File: config.mk
export PLATFORM = sky130hd
export DESIGN_NAME = chce_mul
export DESIGN_NICKNAME = d
export VERILOG_FILES = /design/src/hw/rtl/chce_pkg.sv /design/src/hw/rtl/chce_mul.sv
export SDC_FILE = /design/constraint.sdc
export NUM_CORES = 2
export LEC_CHECK = 0
export ABC_AREA = 1
export BUFFER_PORTS_ARGS = -buffer_cell sky130_fd_sc_hd__buf_2
export CAP_MARGIN = 10
export CORE_UTILIZATION = 60
export CTS_CLUSTER_DIAMETER = 200
export DETAILED_ROUTE_END_ITERATION = 6
export GPL_TIMING_DRIVEN = 0
export PLACE_DENSITY = 0.83
export SYNTH_ARGS = -nofsm -noshare
export SYNTH_HDL_FRONTEND = slang
export SYNTH_SLANG_ARGS = --single-unit
File: constraint.sdc
create_clock -name i_clk -period 12.05 [get_ports i_clk]
set_clock_uncertainty 0.1 [all_clocks]
set_input_delay 2.41 -clock i_clk [delete_from_list [all_inputs] [get_ports i_clk]]
set_output_delay 2.41 -clock i_clk [all_outputs]
set_load 0.02 [all_outputs]
File: src/hw/rtl/chce_pkg.sv
// Shared types, widths and helpers for the cubic heading curve evaluator.
// No dependencies; every module of the block imports this package.
package chce_pkg;

    localparam int COORD_W   = 32;
    localparam int HEAD_W    = 16;
    localparam int PARAM_W   = 17;
    localparam int FRAC_W    = 16;
    localparam int ORD_W     = 3;
    localparam int OUT_W     = 48;
    localparam int WIDE_W    = 52;
    localparam int DIFF_W    = 33;
    localparam int MA_W      = 48;
    localparam int MB_W      = 34;
    localparam int MH_W      = 17;
    localparam int PROD_W    = 82;
    localparam int RAD_W     = 68;
    localparam int ROOT_W    = 34;
    localparam int REM_W     = 38;
    localparam int SQRT_STEPS = 34;
    localparam int CORD_STEPS = 16;
    localparam int XY_W      = 34;
    localparam int Z_W       = 33;
    localparam int KT_W      = 37;
    localparam int CFG_IDX_W = 3;
    localparam logic [XY_W-1:0] CORDIC_GAIN = 34'd652032874;

    localparam logic [CFG_IDX_W-1:0] REG_START_X = 3'd0;
    localparam logic [CFG_IDX_W-1:0] REG_START_Y = 3'd1;
    localparam logic [CFG_IDX_W-1:0] REG_END_X   = 3'd2;
    localparam logic [CFG_IDX_W-1:0] REG_END_Y   = 3'd3;
    localparam logic [CFG_IDX_W-1:0] REG_START_H = 3'd4;
    localparam logic [CFG_IDX_W-1:0] REG_END_H   = 3'd5;

    localparam logic [ORD_W-1:0] ORD_POS = 3'd0;
    localparam logic [ORD_W-1:0] ORD_D1  = 3'd1;
    localparam logic [ORD_W-1:0] ORD_D2  = 3'd2;
    localparam logic [ORD_W-1:0] ORD_D3  = 3'd3;

    typedef enum logic [4:0] {
        S_IDLE, S_SQ_DX, S_SQ_DX_W, S_SQ_DY, S_SQ_DY_W, S_SQRT, S_SQRT_W,
        S_COR, S_COR_W, S_KMUL, S_KMUL_W, S_COEF,
        S_Q_AXIS, S_Q_MUL, S_Q_MUL_W, S_Q_STORE, S_OUT
    } t_state;

    typedef struct packed {
        logic mul_start;
        logic sqrt_start;
        logic cor_start;
    } t_unit_ctl;

    // arctangent of 2^-i in 2^32 units per turn
    function automatic logic [31:0] atan_turn(input logic [3:0] i);
        logic [31:0] v;
        case (i)
            4'd0:  v = 32'h20000000;
            4'd1:  v = 32'h12E4051D;
            4'd2:  v = 32'h09FB385B;
            4'd3:  v = 32'h051111D4;
            4'd4:  v = 32'h028B0D43;
            4'd5:  v = 32'h0145D7E1;
            4'd6:  v = 32'h00A2F61E;
            4'd7:  v = 32'h00517C55;
            4'd8:  v = 32'h0028BE53;
            4'd9:  v = 32'h00145F2E;
            4'd10: v = 32'h000A2F98;
            4'd11: v = 32'h000517CC;
            4'd12: v = 32'h00028BE6;
            4'd13: v = 32'h000145F3;
            4'd14: v = 32'h0000A2F9;
            default: v = 32'h0000517C;
        endcase
        return v;
    endfunction

    function automatic logic signed [OUT_W-1:0] sat48(input logic signed [WIDE_W-1:0] v);
        logic signed [OUT_W-1:0] r;
        if (v > $signed({{(WIDE_W-OUT_W+1){1'b0}}, {(OUT_W-1){1'b1}}}))
            r = {1'b0, {(OUT_W-1){1'b1}}};
        else if (v < $signed({{(WIDE_W-OUT_W+1){1'b1}}, {(OUT_W-1){1'b0}}}))
            r = {1'b1, {(OUT_W-1){1'b0}}};
        else
            r = v[OUT_W-1:0];
        return r;
    endfunction

endpackage

File: src/hw/rtl/chce_mul.sv
// Two-pass unsigned multiplier: 48-bit operand times 34-bit operand.
// Uses one 48x17 multiplier for both passes, low half first. Depends on chce_pkg.
module chce_mul (
    input  logic                         i_clk,
    input  logic                         i_rst_n,
    input  logic                         i_start,
    input  logic [chce_pkg::MA_W-1:0]    i_a,
    input  logic [chce_pkg::MB_W-1:0]    i_b,
    output logic                         o_done,
    output logic [chce_pkg::PROD_W-1:0]  o_prod
);
    import chce_pkg::*;

    logic [1:0]            r_ph;
    logic                  r_done;
    logic [MA_W-1:0]       r_a;
    logic [MB_W-1:0]       r_b;
    logic [MA_W+MH_W-1:0]  r_lo;
    logic [PROD_W-1:0]     r_prod;
    logic [MH_W-1:0]       half;
    logic [MA_W+MH_W-1:0]  pp;

    assign half = (r_ph == 2'd1) ? r_b[MH_W-1:0] : r_b[MB_W-1:MH_W];
    assign pp   = {{MH_W{1'b0}}, r_a} * {{MA_W{1'b0}}, half};

    always_ff @(posedge i_clk) begin
        if (!i_rst_n) begin
            r_ph   <= 2'd0;
            r_done <= 1'b0;
        end else begin
            r_done <= (r_ph == 2'd2);
            case (r_ph)
                2'd0: r_ph <= i_start ? 2'd1 : 2'd0;
                2'd1: r_ph <= 2'd2;
                default: r_ph <= 2'd0;
            endcase
        end
    end

    always_ff @(posedge i_clk) begin
        if (i_start && r_ph == 2'd0) begin
            r_a <= i_a;
            r_b <= i_b;
        end
        if (r_ph == 2'd1) r_lo <= pp;
        if (r_ph == 2'd2)
            r_prod <= {{MH_W{1'b0}}, r_lo} + {pp, {MH_W{1'b0}}};
    end

    assign o_done = r_done;
    assign o_prod = r_prod;

endmodule

# After elaboration in Yosys (flattened, before gate mapping)
# Cells that the tools add are included.
[classes]
eq_ne = 2
n_shift = 0
magnitude_cmp = 0
mul = 1
reduce_logical = 2
bitwise_logic = 0
add_sub_neg = 1
div = 0
mux = 3
[op_table]
columns = ["cell", "count"]
rows = [
  ["adder 65 x 82 -> 82 bit", 1],
  ["multiplier 48 x 17 -> 65 bit", 1],
  ["2-to-1 mux 17 bit", 1],
  ["one-hot mux 2 bit (2 select lines)", 1],
  ["equality test 2 x 1 -> 1 bit, second input constant", 1],
  ["equality test 2 bit, second input constant", 1],
  ["logical NOT 2 bit", 1],
  ["logical AND 1 bit", 1],
  ["2-to-1 mux 1 bit", 1],
]
[word_totals]
mem_count = 0
latchBits = 0
mem_bits_rw = 0
out_inout_bits = 83
in_bits = 85
register_bits = 232
word_cells = 15
mem_bits_ro = 0

# Longest topological paths before layout
[depth]
depth_word = 4
ltp_mapped = 47
mapped_depth_nobuf = 45

# Worst setup path after synthesis
# Ideal clock, no wire load.
[synth_timing]
path_kind = "register -> register"
start = "register r_ph[0]"
end = "register r_prod[81], in the netlist o_prod[81], data pin"
required_time_ps = 11701
setup_time_ps = 249
synth_period_minus_slack_ps = 9759
path_slack_ps = 2291
arrival_ps = 9410
stages_incl_launch_ff = 42
path_buffers = 2
path_cell_list = "dfxtp_1 -> nand2_1 -> inv_1 -> clkbuf_1 -> or2_2 -> o21ai_0 -> inv_2 -> clkbuf_1 -> nand2_1 -> fa_1 -> inv_1 -> fa_1 -> inv_1 -> fa_1 -> inv_1 -> fa_1 -> fa_1 -> inv_1 -> (+6 left out) -> nor2_1 -> nand4_1 -> nand3_1 -> a31oi_1 -> xnor2_1 -> ha_1 -> inv_1 -> o21ai_0 -> a31oi_1 -> o21ai_0 -> a31oi_1 -> nand2_1 -> a31oi_1 -> nor2_1 -> nand2_1 -> nand2_1 -> nand2_1 -> inv_1"
[synth_between]
elab_chain_len = 4
[synth_rtl]
columns = ["element", "line_no", "text"]
rows = [
  ["from (decl)", "chce_mul.sv:14", "logic [1:0] r_ph;"],
  ["from (signal assigned)", "chce_mul.sv:33", "2'd0: r_ph <= i_start ? 2'd1 : 2'd0;"],
  ["equality test 2 x 1 -> 1 bit", "chce_mul.sv:23", "assign half = (r_ph == 2'd1) ? r_b[MH_W-1:0] : r_b[MB_W-1:MH_W];"],
  ["2-to-1 mux 17 bit", "chce_mul.sv:23", ""],
  ["multiplier 48 x 17 -> 65 bit", "chce_mul.sv:24", "assign pp = {{MH_W{1'b0}}, r_a} * {{MA_W{1'b0}}, half};"],
  ["via pp[39]", "chce_mul.sv:21", "logic [MA_W+MH_W-1:0] pp;"],
  ["adder 65 x 82 -> 82 bit", "chce_mul.sv:47", "r_prod <= {{MH_W{1'b0}}, r_lo} + {pp, {MH_W{1'b0}}};"],
  ["to (signal assigned)", "chce_mul.sv:47", ""],
  ["to (decl)", "chce_mul.sv:19", "logic [PROD_W-1:0] r_prod;"],
]
# The timed path passes the listed nets, and every way through them passes these cells.
# A chain may end at the register's enable or synchronous reset.

# Worst setup path after layout
[layout_timing]
start = "register r_ph[1]"
end = "register r_prod[81], in the netlist o_prod[81], data pin"
# Same word-level chain as after synthesis.

==> impl_results.md <==
* IO Pins at between 150 and 200
* Final worst-path cycle share at a little over nine tenths
* EDFF count, synth at 229
* Die area at between 60000 and 70000 um2
* Initial antenna violation count at 6
* Drt initial violations at between 2000 and 3000
* CP dominant cell by count: nand2_1
* Crit start category: register
* 1st-pass router iterations at 7
* Synth warn at 0
* Critical path arrival at 11770 ps
* Min-delay worst type: register to register
* Synthesized cell area at between 30000 and 40000 um2
* Largest net degree at the start of global routing at 69
* Total number of vias at about 31000
* Clock transition at the registers of the reported paths at ~60 ps
* Final wirelength at approximately 110 mm
* Root Buffer: clkbuf_16
* Hold Buf Count CTS at 0
* Number of setup buffers added after CTS at 0
* CTS tree: built
* NumNets Final at about 5700
* Crit path time final at between 10000 and 15000 ps
* Vias in the first global route at between 30000 and 40000
* First-pass GRT wire length at between 150 and 200 mm
* Slew Viols, Final at 0
* Crit-path max FO at 10
* # rows at between 90 and 100
* Number of CTS-inserted buffers at 28
* Setup total negative slack at 0 ps
* Clock Sinks at between 200 and 250
* DP Wirelength at roughly 95 mm
* Unrepaired setup endpoints after global routing: no
* Antenna-violating nets left at 0
* Core box area at between 60000 and 70000 um2
* Asr flop ratio synth at 0%
* Wire per inst at roughly 20 um
* Failing checks: DRC
* Die X at 253 um
* Flops & latches, synth at ~230
* Final Hold Viols at 0
* Slowest stage delay, CP at 760 ps
* Mapped Cells at 4573
* Placer Congestion at ~1
* GRT overflow at 0
* Post-synthesis sequential area ratio at 18.4%
* Max stage delay cell, worst path: a31oi_1
* F_max at between 80 and 90 MHz
* Global-route usage over all layers at between 30 and 40%
* Die H at about 250 um
* Clock buffer depth at 3
* H-tree depth at 1
* Post-synthesis cell type count at 42
* Count of buffers from port buffering at 167
* Worst Tran Pin Value at 1390 ps
* Setup Crit Path Kind: register to register
* Critical path required time at 12300 ps
* Endpoint type of the worst setup path: register
* Fraction of layout cells with a size suffix above 1 at under 10%
* Post-route DRC at 1
* Mapped Nets at between 5000 and 6000
* Mapped Avg Cell Area at approximately 8.2 um2
* Synth Flop Type: edfxtp_1
* Finish-stage setup viols at 0
* Resize count post-CTS at 0
* Initial core utilization at 60.9%
* Slew HR at between 6 and 7%
* Number of max-cap violations at 0
* Outcome: finished, violations left
* DR vias/cell at 5.47
* Worst skew pair latency at between 600 and 700 ps
* Hold slack at around 320 ps
* Layout area overhead at 8.10%
-- layout by cell type, fill, tap and decap left out, types with 32 or more instances in the layout --
cell,Yosys,final
nand2_1,1247,1247
inv_1,1131,1131
fa_1,690,690
nor2_1,375,374
edfxtp_1,229,229
ha_1,187,187
buf_2,15,182
a21oi_1,100,100
clkbuf_1,94,94
nand3_1,72,72
xor2_1,71,71
o21ai_0,49,46
nand2_2,36,36
inv_2,32,32
-- layer usage --
metal | vias to the layer above | track usage, % | part of all wire (%)
li1 | 13771 | - | -
met3 | 460 | 7.24 | 10
met4 | 2 | 20.8 | 7.0
met5 | - | 0 | 0.0098
met1 | 14899 | 47.9 | 38
met2 | 1728 | 58.5 | 45
-- stage by stage --
step / setup slack, ps / utilization (%) / std cells / cell area [um2]
CTS: 821 / 65.9 / 5643 / 40700
global route: 86.6 / 65.9 / 5644 / 40700
finish: 533 / 65.9 / 5644 / 40700
global placement: -1640 / 64.0 / 5577 / 39600
detailed placement: 873 / 64.3 / 5592 / 39800
floorplan: 2290 / - / 4573 / 37700
-- registers in the layout, summed over array words and instances, names as in the netlist --
register / flops
o_done: 1
r_ph: 2
r_a: 48
o_prod: 82
r_lo: 65
r_b: 34
-- final timing paths --
check / startpoint / end / slack [ps] / cells after the start
worst max register to register: r_ph[1] / o_prod[81] / 530 / 39
worst max-delay path: r_ph[1] / o_prod[81] / 530 / 39
worst min register to register: r_lo[7] / o_prod[7] / 320 / 0
worst min-delay path: r_lo[7] / o_prod[7] / 320 / 0
-- cells in the mapped netlist, types with 15 or more instances --
library cell / instances / area share (%)
a21oi_1: 100 / 1.3
xnor2_1: 30 / 0.70
ha_1: 187 / 6.2
clkbuf_1: 94 / 0.94
nor2_1: 375 / 3.7
nand2_2: 36 / 0.60
inv_2: 32 / 0.32
nand2_1: 1247 / 12
edfxtp_1: 229 / 18
or2_2: 17 / 0.28
inv_1: 1131 / 11
nor2_2: 29 / 0.48
xor2_1: 71 / 1.7
buf_2: 15 / 0.20
a31oi_1: 28 / 0.47
nand3_1: 72 / 0.96
o21ai_0: 49 / 0.65
fa_1: 690 / 37
-- cell type report --
cell class,count,area (um2)
Buffer,119,469
Multi-Input combinational cell,3048,25900
Antenna cell,1,2.50
Timing Repair Buffer,182,1020
Tap cell,837,1050
Clock buffer,29,704
Fill cell,5256,21100
Inverter,1174,4410
Sequential cell,232,6940
Clock inverter,22,262
-- cell families after synthesis --
group                      Yosys count  share of synthesized area (%)
buffers and inverters             1293                           12.9
adders and majority gates          877                           42.9
AOI/OAI and AO/OA                  218                           3.19
DFF                                232                           18.4
and+or+nand+nor                   1852                           20.2
xor gates and xnor gates           101                           2.35
-- critical path: cells and delay by family (launching register included) --
| family | cells | cell delay, ps |
|---|---|---|
| AOI/OAI and AO/OA | 6 | 2410 |
| buffers and inverters | 8 | 1630 |
| adders and majority gates | 8 | 3850 |
| DFF | 1 | 370 |
| xor gates and xnor gates | 1 | 500 |
| and+or+nand+nor | 16 | 2350 |
Power is left out: the tool's default activity adds up to more than one toggle a clock period on the data nets, which glitch-free logic cannot reach.
