==> src/hw/rtl/chce_pkg.sv <==
// Shared types, widths and helpers for the cubic heading curve evaluator.
// No dependencies; every module of the block imports this package.
package chce_pkg;

    localparam int COORD_W   = 32;
    localparam int HEAD_W    = 16;
    localparam int PARAM_W   = 17;
    localparam int FRAC_W    = 16;
    localparam int ORD_W     = 3;
    localparam int OUT_W     = 48;
    localparam int WIDE_W    = 52;
    localparam int DIFF_W    = 33;
    localparam int MA_W      = 48;
    localparam int MB_W      = 34;
    localparam int MH_W      = 17;
    localparam int PROD_W    = 82;
    localparam int RAD_W     = 68;
    localparam int ROOT_W    = 34;
    localparam int REM_W     = 38;
    localparam int SQRT_STEPS = 34;
    localparam int CORD_STEPS = 16;
    localparam int XY_W      = 34;
    localparam int Z_W       = 33;
    localparam int KT_W      = 37;
    localparam int CFG_IDX_W = 3;
    localparam logic [XY_W-1:0] CORDIC_GAIN = 34'd652032874;

    localparam logic [CFG_IDX_W-1:0] REG_START_X = 3'd0;
    localparam logic [CFG_IDX_W-1:0] REG_START_Y = 3'd1;
    localparam logic [CFG_IDX_W-1:0] REG_END_X   = 3'd2;
    localparam logic [CFG_IDX_W-1:0] REG_END_Y   = 3'd3;
    localparam logic [CFG_IDX_W-1:0] REG_START_H = 3'd4;
    localparam logic [CFG_IDX_W-1:0] REG_END_H   = 3'd5;

    localparam logic [ORD_W-1:0] ORD_POS = 3'd0;
    localparam logic [ORD_W-1:0] ORD_D1  = 3'd1;
    localparam logic [ORD_W-1:0] ORD_D2  = 3'd2;
    localparam logic [ORD_W-1:0] ORD_D3  = 3'd3;

    typedef enum logic [4:0] {
        S_IDLE, S_SQ_DX, S_SQ_DX_W, S_SQ_DY, S_SQ_DY_W, S_SQRT, S_SQRT_W,
        S_COR, S_COR_W, S_KMUL, S_KMUL_W, S_COEF,
        S_Q_AXIS, S_Q_MUL, S_Q_MUL_W, S_Q_STORE, S_OUT
    } t_state;

    typedef struct packed {
        logic mul_start;
        logic sqrt_start;
        logic cor_start;
    } t_unit_ctl;

    // arctangent of 2^-i in 2^32 units per turn
    function automatic logic [31:0] atan_turn(input logic [3:0] i);
        logic [31:0] v;
        case (i)
            4'd0:  v = 32'h20000000;
            4'd1:  v = 32'h12E4051D;
            4'd2:  v = 32'h09FB385B;
            4'd3:  v = 32'h051111D4;
            4'd4:  v = 32'h028B0D43;
            4'd5:  v = 32'h0145D7E1;
            4'd6:  v = 32'h00A2F61E;
            4'd7:  v = 32'h00517C55;
            4'd8:  v = 32'h0028BE53;
            4'd9:  v = 32'h00145F2E;
            4'd10: v = 32'h000A2F98;
            4'd11: v = 32'h000517CC;
            4'd12: v = 32'h00028BE6;
            4'd13: v = 32'h000145F3;
            4'd14: v = 32'h0000A2F9;
            default: v = 32'h0000517C;
        endcase
        return v;
    endfunction

    function automatic logic signed [OUT_W-1:0] sat48(input logic signed [WIDE_W-1:0] v);
        logic signed [OUT_W-1:0] r;
        if (v > $signed({{(WIDE_W-OUT_W+1){1'b0}}, {(OUT_W-1){1'b1}}}))
            r = {1'b0, {(OUT_W-1){1'b1}}};
        else if (v < $signed({{(WIDE_W-OUT_W+1){1'b1}}, {(OUT_W-1){1'b0}}}))
            r = {1'b1, {(OUT_W-1){1'b0}}};
        else
            r = v[OUT_W-1:0];
        return r;
    endfunction

endpackage

==> src/hw/rtl/chce_sqrt.sv <==
// Bitwise integer square root, two radicand bits per cycle.
// Depends on chce_pkg.
module chce_sqrt (
    input  logic                        i_clk,
    input  logic                        i_rst_n,
    input  logic                        i_start,
    input  logic [chce_pkg::RAD_W-1:0]  i_rad,
    output logic                        o_done,
    output logic [chce_pkg::ROOT_W-1:0] o_root
);
    import chce_pkg::*;

    logic [5:0]        r_cnt;
    logic              r_done;
    logic [RAD_W-1:0]  r_rad;
    logic [REM_W-1:0]  r_rem;
    logic [ROOT_W-1:0] r_root;
    logic [REM_W-1:0]  rem_n;
    logic [REM_W-1:0]  trial;

    assign rem_n = {r_rem[REM_W-3:0], r_rad[RAD_W-1:RAD_W-2]};
    assign trial = {{(REM_W-ROOT_W-2){1'b0}}, r_root, 2'b01};

    always_ff @(posedge i_clk) begin
        if (!i_rst_n) begin
            r_cnt  <= 6'd0;
            r_done <= 1'b0;
        end else begin
            r_done <= (r_cnt == 6'd1);
            if (i_start && r_cnt == 6'd0) r_cnt <= 6'(SQRT_STEPS);
            else if (r_cnt != 6'd0)       r_cnt <= r_cnt - 6'd1;
        end
    end

    always_ff @(posedge i_clk) begin
        if (i_start && r_cnt == 6'd0) begin
            r_rad  <= i_rad;
            r_rem  <= '0;
            r_root <= '0;
        end else if (r_cnt != 6'd0) begin
            r_rad <= {r_rad[RAD_W-3:0], 2'b00};
            if (rem_n >= trial) begin
                r_rem  <= rem_n - trial;
                r_root <= {r_root[ROOT_W-2:0], 1'b1};
            end else begin
                r_rem  <= rem_n;
                r_root <= {r_root[ROOT_W-2:0], 1'b0};
            end
        end
    end

    assign o_done = r_done;
    assign o_root = r_root;

endmodule

==> config.mk <==
export PLATFORM = sky130hd
export DESIGN_NAME = chce_sqrt
export DESIGN_NICKNAME = d
export VERILOG_FILES = /design/src/hw/rtl/chce_pkg.sv /design/src/hw/rtl/chce_sqrt.sv
export SDC_FILE = /design/constraint.sdc
export NUM_CORES = 1
export LEC_CHECK = 0
export BUFFER_PORTS_ARGS = -buffer_cell sky130_fd_sc_hd__buf_2
export CAP_MARGIN = 30
export CORE_MARGIN = 2
export CORE_UTILIZATION = 35
export CTS_CLUSTER_SIZE = 12
export DETAILED_ROUTE_END_ITERATION = 12
export SETUP_SLACK_MARGIN = 0.15
export SLEW_MARGIN = 20
export SYNTH_ARGS = -nofsm -noshare
export SYNTH_HDL_FRONTEND = slang
export SYNTH_SLANG_ARGS = --single-unit
==> constraint.sdc <==
create_clock -name i_clk -period 2.9 [get_ports i_clk]
set_input_delay 0.29 -clock i_clk [delete_from_list [all_inputs] [get_ports i_clk]]
set_output_delay 0.29 -clock i_clk [all_outputs]
set_load 0.05 [all_outputs]
## After elaboration in Yosys (flattened, before gate mapping)

Index checks and enable logic that the tools add are counted.

- $add $sub $neg: 2
- Multipliers: 0
- Divide/modulo/power cells: 0
- Order comparisons: 1
- Eq/ne operators: 1
- Shift-type cells: 0
- Multiplexer cells: 6
- Bitwise logic cells: 1
- Reductions and logical operators: 5

Operators with widths:

| kind | count |
|---|---|
| $mux 68 | 2 |
| $ge 38x36->1 | 1 |
| $mux 36 | 1 |
| $sub 36x36->36 | 1 |
| $mux 6 | 2 |
| $eq 6x1->1 const B | 1 |
| $logic_not 6->1 | 1 |
| $reduce_bool 6->1 | 1 |
| $sub 6x1->6 const B | 1 |
| $reduce_bool 2->1 | 1 |
| $reduce_or 2->1 | 1 |
| $logic_and 1x1->1 | 1 |
| $mux 1 | 1 |
| $not 1->1 | 1 |

- Bits in registers: 145
- Bits in latches: 0
- Memory bits (writable): 0
- Memory bits (read-only): 0
- Input port bits: 71
- Output and inout port bits: 35
- Word-level logic and storage cells: 22
- Memories kept: 0

## Logic depth before layout (Yosys ltp)

- Depth after elaboration: 3
- Gate-level depth with buffers: 14
- Gate-level depth less buffers: 12

## Worst setup path after synthesis

No wires, ideal clock.

- Kind: register -> register
- Start point: reg r_root[4], in the netlist o_root[4]
- End point: reg r_rem[35]
- Setup time: 0.130 ns
- Arrival: 3.018 ns
- Data required time: 2.770 ns
- Setup slack: -0.247 ns
- Cell stages (with the launch flop): 13
- Path buffers: 0
- Period minus slack after synthesis: 3.147 ns
- Cells stage by stage: dfxtp_1 > inv_1 > ha_1 > a211o_1 > a21oi_2 > o221ai_2 > a211oi_2 > a211oi_2 > a311o_1 > a21o_1 > a221oi_2 > xor2_1 > o31ai_1

- Cells in the longest elaborated chain, start to end: 2
- Elaborated cells on any way between the ends: 3
- Those cells by class: add/sub (1); order compare (1); mux (1)

RTL lines:

| element | RTL line | RTL |
|---|---|---|
| start, declared | chce_sqrt.sv:17 | `logic [ROOT_W-1:0] r_root;` |
| start signal, assigned | chce_sqrt.sv:44 | `r_root <= {r_root[ROOT_W-2:0], 1'b1};` |
| start signal, assigned | chce_sqrt.sv:47 | `r_root <= {r_root[ROOT_W-2:0], 1'b0};` |
| $sub 36x36->36 or $ge 38x36->1 (tied branches) | chce_sqrt.sv:43, chce_sqrt.sv:42 |  |
| $mux 36 * | chce_sqrt.sv:42 | `if (rem_n >= trial) begin` |
| end signal, assigned | chce_sqrt.sv:43 | `r_rem <= rem_n - trial;` |
| end signal, assigned | chce_sqrt.sv:46 | `r_rem <= rem_n;` |
| end, declared | chce_sqrt.sv:16 | `logic [REM_W-1:0] r_rem;` |

Every way passes the cells marked *; elsewhere a longest branch is shown, timed or not.
A chain may end at the register's enable or synchronous reset.

## Worst setup path after layout

- Start point: reg r_root[12], in the netlist o_root[12]
- End point: reg r_rem[27]

Same word-level chain as after synthesis.

==> results by group <==
Place
  • Pre-CTS WS: 0.0299 ns
  • GP Congestion: slightly below 0.9
  • Post-placement cell area: 8700 um2
  • I/O Buffers: 105
  • DP HPWL: 12600 um

Route
  • DR iter-0 viols: between 400 and 500
  • DRC: 0
  • Via-to-Cell Ratio: a little over 5
  • Drt first pass iters: 7
  • Vias: 5904
  • Final WL: 18300 um
  • ANT nets after route: 0
  • Drt wl/cell: 16.0 um

Logic synthesis
  • FF+latch count, synth: 145
  • Post-synth EDFFs: 68
  • Seq/Total Area, Yosys: 0.471
  • Async set-reset flop share out of synthesis: 0
  • Area share of the largest cell type after synthesis: 0.268
  • Largest cells by area after synthesis: edfxtp_1 (27%), dfxtp_1 (20%), ha_1 (6.4%)
  • Yosys warnings: 0
  • Area leader, netlist: edfxtp_1
  • Gate Count Post-Synth: 736
  • Syn avg cell area: 10.3 um2
  • Synth Cell Area: ~7600 um2
  • Syn Nets: about 850
  • Cell variety after synth: 53
  • Main synth FF type: dfxtp_1

Clock network
  • Clock Latency Late Sink: 0.43 ns
  • Root Buffer: clkbuf_16
  • Clock Sink Count: ~150
  • CTS Buffer Depth: 2
  • CTS tree: done
  • H-tree depth: 4
  • Worst-path clk slew: 0.07 ns
  • CTS Buf Count: 17

Critical path
  • Critical Path Fanout Max: 4
  • Buf/Inv on CP: 3
  • Crit-path cells: inv_4, ha_4, a211o_1, a21oi_2, a21boi_1, o211ai_1, a211oi_2, a311o_1, a21o_1, buf_4, buf_6, xnor2_2, o31ai_1
  • Startpoint Class: flip-flop
  • CP Data Arrival Time: 3.14 ns
  • Worst reg2reg endpoint: r_rem[27]
  • Worst r2r src: o_root[12]
  • R2R depth: 13
  • Slowest cell on the critical path: dfxtp_4
  • Critical path class: reg2reg
  • Critical Path Sink Type: flip-flop
  • Req. time, crit path: 3.25 ns
  • Crit path largest cell delay: 0.36 ns
  • Family with the most delay on the worst path: compound AO/OA/AOI/OAI gates
  • Reg-to-reg slack, setup: ~0.11 ns

STA
  • Setup tns final: 0 ns
  • Worst slew pin tran: 0.845 ns
  • Fin. Hold Viols: 0
  • Slew headroom: 0.437
  • Tmin final: 2.79 ns
  • Final max-slew violation count: 0
  • RSZ-0062 raised after global routing: true
  • Max frequency: around 360 MHz
  • Fin crit share: 0.963
  • Final setup viols: 0
  • Clk_skew: 0.00667 ns
  • Final worst setup slack: ~0.11 ns

Die
  • FP Rows: 53
  • Core ar.: 21200 um2
  • IO Count: 106
  • Initial Util: 0.360
  • Die area: about 23000 um2
  • Die H: 151 um
  • Die Width: 151 um

Status
  • Status: completed

GRT
  • Tot GR Track Use: 0.158
  • Initial antenna violation count: 0
  • First-pass GRT wire length: 28500 um
  • Pin count of the biggest net entering global routing: 67
  • Vias in the first global route: 5667
  • Grt total ovfl: 0

Finish
  • Fin area: roughly 9600 um2
  • Number of diodes: 0
  • Area Growth Syn to Fin: 26.1%
  • Final net count: 970
  • Share of post-route cells with drive strength above 1: 0.332
  • Util after Layout: 0.454

Min path
  • Worst hold path startpoint: i_rst_n
  • Hold path endpoint: r_cnt[5]
  • Hold path cells: 3
  • Min-delay worst type: in2reg

Job
  • Max Cap Viol: 0
[cell usage in the layout (no fill, tap or decap), types with 18 or more instances in the layout]
cell,n
buf_2,105
ha_1,23
o31ai_1,38
dfxtp_1,53
a21oi_1,30
o21ai_1,24
inv_1,41
nand2_1,81
edfxtp_1,68
mux2_1,25
nand3_1,27
mux2_2,41
xnor2_1,20
buf_4,29
clkbuf_16,18
[worst reg2reg max path, cell delays in order, from the launching register on]
cell      delay [ns]
dfxtp_4         0.36
inv_4           0.04
ha_4            0.24
a211o_1         0.30
a21oi_2         0.17
a21boi_1        0.09
o211ai_1        0.27
a211oi_2        0.14
a311o_1         0.29
a21o_1          0.20
buf_4           0.14
buf_6           0.11
xnor2_2         0.14
o31ai_1         0.21
[final cells by class]
| class | instances | area [um2] |
|---|---|---|
| timing repair buffer | 139 | 831 |
| fill | 1978 | 11500 |
| tap | 275 | 344 |
| sequential | 145 | 3650 |
| multi-input combinational | 513 | 4040 |
| inverter | 44 | 171 |
| clock inverter | 15 | 146 |
| clock buffer | 17 | 425 |
[synthesized netlist by cell type (all sizes together) (5+ instances only)]
master  instances
nand2          86
dfxtp          77
edfxtp         68
mux2           66
inv            44
o21ai          40
a21oi          39
ha             39
o31ai          38
clkbuf         32
nand3          28
xnor2          21
nor2           18
o311ai         16
xor2           16
a21o           14
mux2i          10
nand4           7
o21a            7
a32oi           6
nand2b          6
and3            5
nor4            5
[through the flow]
step | instances | hold slack (ns)
floorplan | 736 | 0.406
global placement | 1105 | 0.442
detailed placement | 1105 | 0.446
CTS | 1137 | 0.106
global route | 1148 | 0.113
finish | 1148 | 0.125
[worst max path at each step]
stage / depth (start not counted) / slack (ns) / to / startpoint
floorplan: 12 / 0.15 / r_rem[35] / o_root[12]
global placement: 12 / 0.11 / r_rem[35] / o_root[1]
detailed placement: 12 / 0.03 / r_rem[35] / o_root[12]
CTS: 12 / 0.14 / r_rem[35] / o_root[12]
global route: 12 / -0.06 / r_rem[35] / o_root[18]
finish: 13 / 0.11 / r_rem[27] / o_root[12]
[repair_timing]
action	in CTS	in global routing
pin swaps	7	13
cloned	0	2
resized for setup	4	41
setup endpoints to repair	7	37
buffers inserted	0	9
hold buffers	0	0
[kinds of logic after synthesis]
group	Yosys count	synth area share
buffers and inverters	79	0.0394
AO/OA/AOI/OAI	185	0.167
multiplexers	76	0.111
XOR/XNOR	37	0.0426
adder cells (fa/ha/maj)	39	0.0641
AND/OR/NAND/NOR	175	0.106
flip-flops	145	0.471
[per-layer routing]
layer,share of wire,vias up,track usage
met5,0,-,0
met4,0.015,0,0.0514
met3,0.039,17,0.0362
met2,0.49,116,0.260
met1,0.46,2800,0.206
li1,-,2971,-
[state kept, by name, summed over array words and instances (netlist names)]
signal and count:
o_root 34, r_rem 36, r_rad 68, o_done 1, r_cnt 6
Power is left out: the tool's default activity adds up to more than one toggle a clock period on the data nets, which glitch-free logic cannot reach.
