===== src/hw/rtl/chce_pkg.sv =====
// Shared types, widths and helpers for the cubic heading curve evaluator.
// No dependencies; every module of the block imports this package.
package chce_pkg;

    localparam int COORD_W   = 32;
    localparam int HEAD_W    = 16;
    localparam int PARAM_W   = 17;
    localparam int FRAC_W    = 16;
    localparam int ORD_W     = 3;
    localparam int OUT_W     = 48;
    localparam int WIDE_W    = 52;
    localparam int DIFF_W    = 33;
    localparam int MA_W      = 48;
    localparam int MB_W      = 34;
    localparam int MH_W      = 17;
    localparam int PROD_W    = 82;
    localparam int RAD_W     = 68;
    localparam int ROOT_W    = 34;
    localparam int REM_W     = 38;
    localparam int SQRT_STEPS = 34;
    localparam int CORD_STEPS = 16;
    localparam int XY_W      = 34;
    localparam int Z_W       = 33;
    localparam int KT_W      = 37;
    localparam int CFG_IDX_W = 3;
    localparam logic [XY_W-1:0] CORDIC_GAIN = 34'd652032874;

    localparam logic [CFG_IDX_W-1:0] REG_START_X = 3'd0;
    localparam logic [CFG_IDX_W-1:0] REG_START_Y = 3'd1;
    localparam logic [CFG_IDX_W-1:0] REG_END_X   = 3'd2;
    localparam logic [CFG_IDX_W-1:0] REG_END_Y   = 3'd3;
    localparam logic [CFG_IDX_W-1:0] REG_START_H = 3'd4;
    localparam logic [CFG_IDX_W-1:0] REG_END_H   = 3'd5;

    localparam logic [ORD_W-1:0] ORD_POS = 3'd0;
    localparam logic [ORD_W-1:0] ORD_D1  = 3'd1;
    localparam logic [ORD_W-1:0] ORD_D2  = 3'd2;
    localparam logic [ORD_W-1:0] ORD_D3  = 3'd3;

    typedef enum logic [4:0] {
        S_IDLE, S_SQ_DX, S_SQ_DX_W, S_SQ_DY, S_SQ_DY_W, S_SQRT, S_SQRT_W,
        S_COR, S_COR_W, S_KMUL, S_KMUL_W, S_COEF,
        S_Q_AXIS, S_Q_MUL, S_Q_MUL_W, S_Q_STORE, S_OUT
    } t_state;

    typedef struct packed {
        logic mul_start;
        logic sqrt_start;
        logic cor_start;
    } t_unit_ctl;

    // arctangent of 2^-i in 2^32 units per turn
    function automatic logic [31:0] atan_turn(input logic [3:0] i);
        logic [31:0] v;
        case (i)
            4'd0:  v = 32'h20000000;
            4'd1:  v = 32'h12E4051D;
            4'd2:  v = 32'h09FB385B;
            4'd3:  v = 32'h051111D4;
            4'd4:  v = 32'h028B0D43;
            4'd5:  v = 32'h0145D7E1;
            4'd6:  v = 32'h00A2F61E;
            4'd7:  v = 32'h00517C55;
            4'd8:  v = 32'h0028BE53;
            4'd9:  v = 32'h00145F2E;
            4'd10: v = 32'h000A2F98;
            4'd11: v = 32'h000517CC;
            4'd12: v = 32'h00028BE6;
            4'd13: v = 32'h000145F3;
            4'd14: v = 32'h0000A2F9;
            default: v = 32'h0000517C;
        endcase
        return v;
    endfunction

    function automatic logic signed [OUT_W-1:0] sat48(input logic signed [WIDE_W-1:0] v);
        logic signed [OUT_W-1:0] r;
        if (v > $signed({{(WIDE_W-OUT_W+1){1'b0}}, {(OUT_W-1){1'b1}}}))
            r = {1'b0, {(OUT_W-1){1'b1}}};
        else if (v < $signed({{(WIDE_W-OUT_W+1){1'b1}}, {(OUT_W-1){1'b0}}}))
            r = {1'b1, {(OUT_W-1){1'b0}}};
        else
            r = v[OUT_W-1:0];
        return r;
    endfunction

endpackage


===== src/hw/rtl/chce_cordic.sv =====
// Rotation CORDIC: unit cosine and sine of a 16-bit binary angle, Q4.30.
// One micro-rotation per cycle after quadrant reduction. Depends on chce_pkg.
module chce_cordic (
    input  logic                              i_clk,
    input  logic                              i_rst_n,
    input  logic                              i_start,
    input  logic [chce_pkg::HEAD_W-1:0]       i_heading,
    output logic                              o_done,
    output logic signed [chce_pkg::XY_W-1:0]  o_cos,
    output logic signed [chce_pkg::XY_W-1:0]  o_sin
);
    import chce_pkg::*;

    logic                   r_busy;
    logic                   r_done;
    logic [3:0]             r_i;
    logic [1:0]             r_q;
    logic signed [XY_W-1:0] r_x, r_y;
    logic signed [Z_W-1:0]  r_z;
    logic [HEAD_W-1:0]      hsum, hred;
    logic signed [XY_W-1:0] xs, ys;
    logic signed [Z_W-1:0]  at;

    assign hsum = i_heading + 16'h2000;
    assign hred = i_heading - {hsum[15:14], 14'd0};
    assign xs   = r_x >>> r_i;
    assign ys   = r_y >>> r_i;
    assign at   = $signed({1'b0, atan_turn(r_i)});

    always_ff @(posedge i_clk) begin
        if (!i_rst_n) begin
            r_busy <= 1'b0;
            r_done <= 1'b0;
            r_i    <= 4'd0;
        end else begin
            r_done <= r_busy && (r_i == 4'(CORD_STEPS - 1));
            if (i_start && !r_busy) begin
                r_busy <= 1'b1;
                r_i    <= 4'd0;
            end else if (r_busy) begin
                r_i <= r_i + 4'd1;
                if (r_i == 4'(CORD_STEPS - 1)) r_busy <= 1'b0;
            end
        end
    end

    always_ff @(posedge i_clk) begin
        if (i_start && !r_busy) begin
            r_q <= hsum[15:14];
            r_x <= CORDIC_GAIN;
            r_y <= '0;
            r_z <= $signed({hred[15], hred, 16'd0});
        end else if (r_busy) begin
            if (!r_z[Z_W-1]) begin
                r_x <= r_x - ys;
                r_y <= r_y + xs;
                r_z <= r_z - at;
            end else begin
                r_x <= r_x + ys;
                r_y <= r_y - xs;
                r_z <= r_z + at;
            end
        end
    end

    // map the first-quadrant result back to the original quadrant
    always_comb begin
        case (r_q)
            2'd0:    begin o_cos = r_x;  o_sin = r_y;  end
            2'd1:    begin o_cos = -r_y; o_sin = r_x;  end
            2'd2:    begin o_cos = -r_x; o_sin = -r_y; end
            default: begin o_cos = r_y;  o_sin = -r_x; end
        endcase
    end

    assign o_done = r_done;

endmodule


===== config.mk =====
export PLATFORM = sky130hd
export DESIGN_NAME = chce_cordic
export DESIGN_NICKNAME = d
export VERILOG_FILES = /design/src/hw/rtl/chce_pkg.sv /design/src/hw/rtl/chce_cordic.sv
export SDC_FILE = /design/constraint.sdc
export NUM_CORES = 1
export LEC_CHECK = 0
export BUFFER_PORTS_ARGS = -buffer_cell sky130_fd_sc_hd__buf_2
export CAP_MARGIN = 5
export CELL_PAD_IN_SITES_DETAIL_PLACEMENT = 0
export CELL_PAD_IN_SITES_GLOBAL_PLACEMENT = 1
export CORE_AREA = 2 2 216 218
export CTS_CLUSTER_SIZE = 16
export DETAILED_ROUTE_END_ITERATION = 16
export DIE_AREA = 0 0 218 220
export PLACE_DENSITY_LB_ADDON = 0.1
export SETUP_SLACK_MARGIN = 0.3
export SLEW_MARGIN = 0
export SYNTH_ARGS = -nofsm -noshare
export SYNTH_HDL_FRONTEND = slang
export SYNTH_SLANG_ARGS = --single-unit
export TNS_END_PERCENT = 100

===== constraint.sdc =====
create_clock -name i_clk -period 11.5 [get_ports i_clk]
set_clock_uncertainty 0.1 [all_clocks]
set_input_delay 1.725 -clock i_clk [delete_from_list [all_inputs] [get_ports i_clk]]
set_output_delay 1.725 -clock i_clk [all_outputs]
set_load 0.005 [all_outputs]

# Yosys cells after proc, flatten, opt, wreduce, memory -nomap -nowiden
# Memories as Yosys holds them, arrays and structs flattened. A register that Yosys moved wholly into a read port is not among the register bits.
# Index checks and enable logic that the tools add are counted.
totals:
  memories: 1
  rom_bits: 480
  inputBits: 19
  ff_bits: 109
classes:
  shift: 2
  mux: 12
  bitwise: 1
  n_reduce_logical: 6
  n_addsub: 11
  n_eq_ne: 3
memory_table:
  columns: ["memory", "depth", "width", "read_ports", "rd_ports_with_merged_regs", "write_ports", "line_no", "source"]
  rows:
  - ["(name not given)", 16, 30, 1, 1, 0, "chce_pkg.sv:55", "case (i)"]
ops:
  columns: ["operator", "count"]
  rows:
  - ["34-bit case mux with 3 select lines", 2]
  - ["33-bit two-way mux", 3]
  - ["34-bit adder", 2]
  - ["34-bit two-way mux", 2]
  - ["34-bit negator", 2]
  - ["34-bit by 4-bit >>> shifter with 34-bit output", 2]
  - ["34-bit subtractor", 2]
  - ["33-bit adder", 1]
  - ["33-bit subtractor", 1]
  - ["16-bit by 14-bit adder with 16-bit output, second input constant", 1]
  - ["16-bit subtractor", 1]
  - ["4-bit two-way mux", 2]
  - ["4-bit by 1-bit adder with 4-bit output, second input constant", 1]
  - ["4-bit equality test, second input constant", 1]
  - ["1-bit two-way mux", 3]
  - ["2-bit by 1-bit equality test with 1-bit output, second input constant", 1]
  - ["2-bit equality test, second input constant", 1]
  - ["1-bit logical AND", 2]
  - ["2-bit zero test", 1]
  - ["2-bit nonzero test", 1]
  - ["2-bit OR reduction", 1]
  - ["1-bit zero test", 1]
  - ["1-bit NOT", 1]

# Longest topological paths before layout
depth:
  ltp_word: 4
  mapped_depth: 28
  depth_no_buf: 22

# Worst setup path before layout
# OpenSTA, ideal clock, no wires.
synth_timing:
  path_kind: "reg-to-reg"
  startpoint: "reg r_i[3]"
  endpoint: "reg r_x[32]"
  synth_period_minus_slack_ps: 5606
  stages_incl_launch_ff: 25
  t_arrival_ps: 5350
  setup_slack_ps: 5894
  path_buffers: 6
  path_cell_list: "dfxtp_1 -> clkbuf_1 -> buf_1 -> buf_1 -> clkbuf_1 -> buf_1 -> clkbuf_1 -> nand2_1 -> o21ai_0 -> ha_1 -> a21boi_0 -> and2_1 -> a41oi_1 -> xnor2_1 -> ha_1 -> and4_1 -> and2_1 -> o2111ai_1 -> a21boi_0 -> o211ai_1 -> a21oi_1 -> a2111oi_0 -> a22oi_1 -> xnor2_1 -> o22ai_1"
synth_between:
  elab_chain_len: 3
  elab_cells_between_ends: 4
synth_lines:
  columns: ["element", "line_no", "source"]
  rows:
  - ["from (decl)", "chce_cordic.sv:16", "logic [3:0] r_i;"]
  - ["from (signal assigned)", "chce_cordic.sv:41", "r_i <= r_i + 4'd1;"]
  - ["34-bit by 4-bit >>> shifter with 34-bit output (*)", "chce_cordic.sv:27", "assign ys = r_y >>> r_i;"]
  - ["34-bit subtractor or 34-bit adder (tied branches)", "chce_cordic.sv:55, chce_cordic.sv:59", null]
  - ["34-bit two-way mux (*)", "chce_cordic.sv:54", "if (!r_z[Z_W-1]) begin"]
  - ["to (signal assigned)", "chce_cordic.sv:55", "r_x <= r_x - ys;"]
  - ["to (signal assigned)", "chce_cordic.sv:59", "r_x <= r_x + ys;"]
  - ["to (decl)", "chce_cordic.sv:18", "logic signed [XY_W-1:0] r_x, r_y;"]
# Every way passes the cells marked *; elsewhere a longest branch is shown, timed or not.
# A chain may end at the register's enable or synchronous reset.

# Final worst setup path
layout_timing:
  startpoint: "reg r_i[1]"
  endpoint: "reg r_x[32]"
# Same word-level chain as after synthesis.

==> reports/metrics.csv <==
metric,value,unit
IO Port Bufs,87,
CP Max Fanout,62,
register area share after synthesis,0.165,
"Slew Viols, Final",0,
share of layout cells above drive strength 1,0.118,
Die H,220,um
Ys Warns,0,
Comb pwr share,0.729,
"commonest cells after routing, fill and taps aside","nand2_1, a21oi_1, nor2_1, o21ai_0, xnor2_1",
HPWL after detailed placement,44900,um
CP peak stage delay,0.79,ns
Synthesized Nets,2539,
cells along the critical path,"buf_4, mux4_2, mux2i_1, nand2_1, o21ai_0, ha_1, a21boi_0, and2_1, a41oi_1, xnor2_1, ha_1, and4_1, and2_1, o2111ai_1, a21boi_0, o211ai_1, a21oi_1, a2111oi_0, a22oi_1, xnor2_1, o22ai_1",
core area,0.0459,sq mm
ANT nets after route,0,
clk sinks,139,
Hold Buf Count CTS,0,
H-tree levels,4,
internal power,2.79,mW
largest net degree at the start of global routing,105,
Ports,88,
Worst VDD drop,0.138,mV
cell area after synthesis,0.0181,sq mm
number of global-route vias before repair,16600,
RR Endpoint,r_x[32],
final period utilization,0.603,
worst reg2reg setup slack,4.57,ns
Power Density,299,mW/mm^2
critical path required time,11.71,ns
Main synth FF type,dfxtp_1,
post-CTS sizing,0,
routability-driven placement congestion ratio,0.894,
Fin Setup TNS,0,ns
drt total wl,61000,um
Synth-to-Final Area Change,6.90,%
Reg power frac,0.178,
Mapped Cells,2404,
Finished Layout Cells,2988,
synthesized area per cell,7.52,sq um
fill count,4763,
initial antenna violation count,1,
Setup Buffers After CTS,0,
synthesized flop and latch total,139,
Yosys cell types,89,
critical path class,reg -> reg,
worst r2r path cells,21,
worst r2r src,r_i[1],
post-layout min period,6.93,ns
CP Launch Point,r_i[1],
Hold Crit Class,reg -> reg,
Root Driver,clkbuf_16,
drt drc,0,
Site Rows,79,
Tot GR Track Use,0.254,
Vias,17400,
starting DRC count in detailed routing,1305,
status,"complete, no violations",
Worst slew margin,0.347,
die width,218,um
unrepaired setup endpoints after global routing,no,
Post-synth EDFFs,19,
maxcap violations,0,
sw power,2.99,mW
"CTS clk-pin slew, worst paths",0.07,ns
CP max-delay cell,buf_4,
final hold violation count,0,
clk_lat worst skew,0.47,ns
switch share,0.517,
Die ar.,0.0480,sq mm
first-pass GRT wire length,94200,um
"commonest non-fill, non-tap cell in the layout",nand2_1,
initial cell density of the core,0.394,
"Async S/R FF share, synth",0,
critical path data arrival time,7.14,ns
gr ovfl total,0,
Slew @ Worst Pin,0.976,ns
setup violators final,0,
first-pass iteration count of the detailed router,7,
Setup crit end kind,flip-flop,
# nets final,2502,
Pleak,7.91,nW
CTS tree,built,
fmax,144,MHz
vias per inst,5.82,
Worst setup SP type,flip-flop,
Placed Cells,2955,
clk buf depth,2,
wire length per cell,20.4,um
Setup crit end,r_x[32],
clock group share of total power,0.093,
Num CTS Buffers,17,
through the flow:
step                hold WS [ns]  setup slack [ns]   util  cell area (sq um)  power (mW)
floorplan                  0.332              5.89      -              18100        4.15
global placement           0.344              4.69  0.409              18800        5.19
detailed placement         0.352              4.60  0.409              18800        5.21
CTS                        0.367              4.56  0.421              19300        5.78
global route               0.386              4.06  0.421              19300        6.34
finish                     0.363              4.57  0.421              19300        5.78
layout make-up:
type | instances | area (sq um) | share of cell area
Timing Repair Buffer | 116 | 666 | 0.0345
Tap cell | 607 | 759 | 0.0393
Antenna cell | 1 | 2.50 | 0.000130
Clock inverter | 13 | 93.8 | 0.00486
Inverter | 54 | 203 | 0.0105
Clock buffer | 19 | 443 | 0.0229
Multi-Input combinational cell | 2039 | 14200 | 0.733
Sequential cell | 139 | 2990 | 0.155
worst min-delay path by stage:
stage,startpoint,endpoint,slack (ns),depth (start not counted)
6_report,r_z[5],r_z[5],0.36,2
5_1_grt,r_z[14],r_z[14],0.39,2
4_1_cts,r_z[5],r_z[5],0.37,2
3_5_place_dp,r_z[5],r_z[5],0.35,2
3_3_place_gp,r_z[5],r_z[5],0.34,2
2_1_floorplan,r_z[10],r_z[10],0.33,2
state kept, by name, summed over array words and instances, names as in the netlist:
name and cells:
at 30, o_done 1, r_busy 1, r_i 4
r_q 2, r_x 34, r_y 34, r_z 33
critical path: cells and delay by family (launching register included):
family / cells / cell delay, ns
mux: 2 / 0.94
compound gates: 10 / 2.53
simple gates: 4 / 0.72
flops: 1 / 0.68
buf+inv: 1 / 0.79
fa+ha+maj: 2 / 0.61
xor+xnor: 2 / 0.35
Yosys cell counts, types with 7 or more instances:
cell type	n	area (sq um)
or3_1	13	81.3
or4_1	10	75.1
or2_2	9	56.3
nor4_1	16	100
o21ai_0	203	1020
nor2_1	216	811
nand2_1	301	1130
nand4_1	12	75.1
a211oi_1	19	143
o31ai_1	22	165
a31oi_1	28	175
mux2i_1	66	661
and3_1	21	131
nand3_1	31	155
a22o_1	10	87.6
nor2b_1	22	138
nand2b_1	42	263
nor3_1	39	195
buf_1	33	124
a21oi_1	227	1140
buf_2	9	45.0
dfxtp_1	120	2400
a31o_2	10	87.6
a21o_1	36	270
xor2_1	130	1140
xnor2_1	144	1260
o21ai_1	7	35.0
o41ai_1	9	78.8
inv_1	50	188
mux2_2	32	360
a22oi_1	7	52.6
o21a_1	22	165
and2_1	14	87.6
nand3b_1	8	60.1
a21boi_0	7	52.6
o22ai_1	25	156
ha_1	113	1410
mux4_2	55	1240
clkbuf_1	112	420
o211ai_1	18	135
buf_4	10	75.1
edfxtp_1	19	571
cell families after synthesis:
logic type,count (synthesis),share of synthesized area
buf+inv,226,0.0523
flops,139,0.165
mux,153,0.125
compound gates,713,0.242
xor+xnor,274,0.133
fa+ha+maj,116,0.0816
simple gates,783,0.202
power by group through the flow:
stage	combinational, mW	clock (mW)	sequential [mW]
3_5_place_dp	4.18	0	1.03
3_3_place_gp	4.16	0	1.03
4_1_cts	4.20	0.554	1.02
6_report	4.21	0.537	1.03
2_1_floorplan	3.39	0	0.757
5_1_grt	4.73	0.572	1.04
routing by layer:
layer	GRT usage	up-vias	share of wire
met3	0.0250	74	0.044
li1	-	8594	-
met4	0.0780	0	0.024
met5	0	-	0
met1	0.319	8257	0.44
met2	0.456	454	0.49
Power figures use the tool's default switching activity.
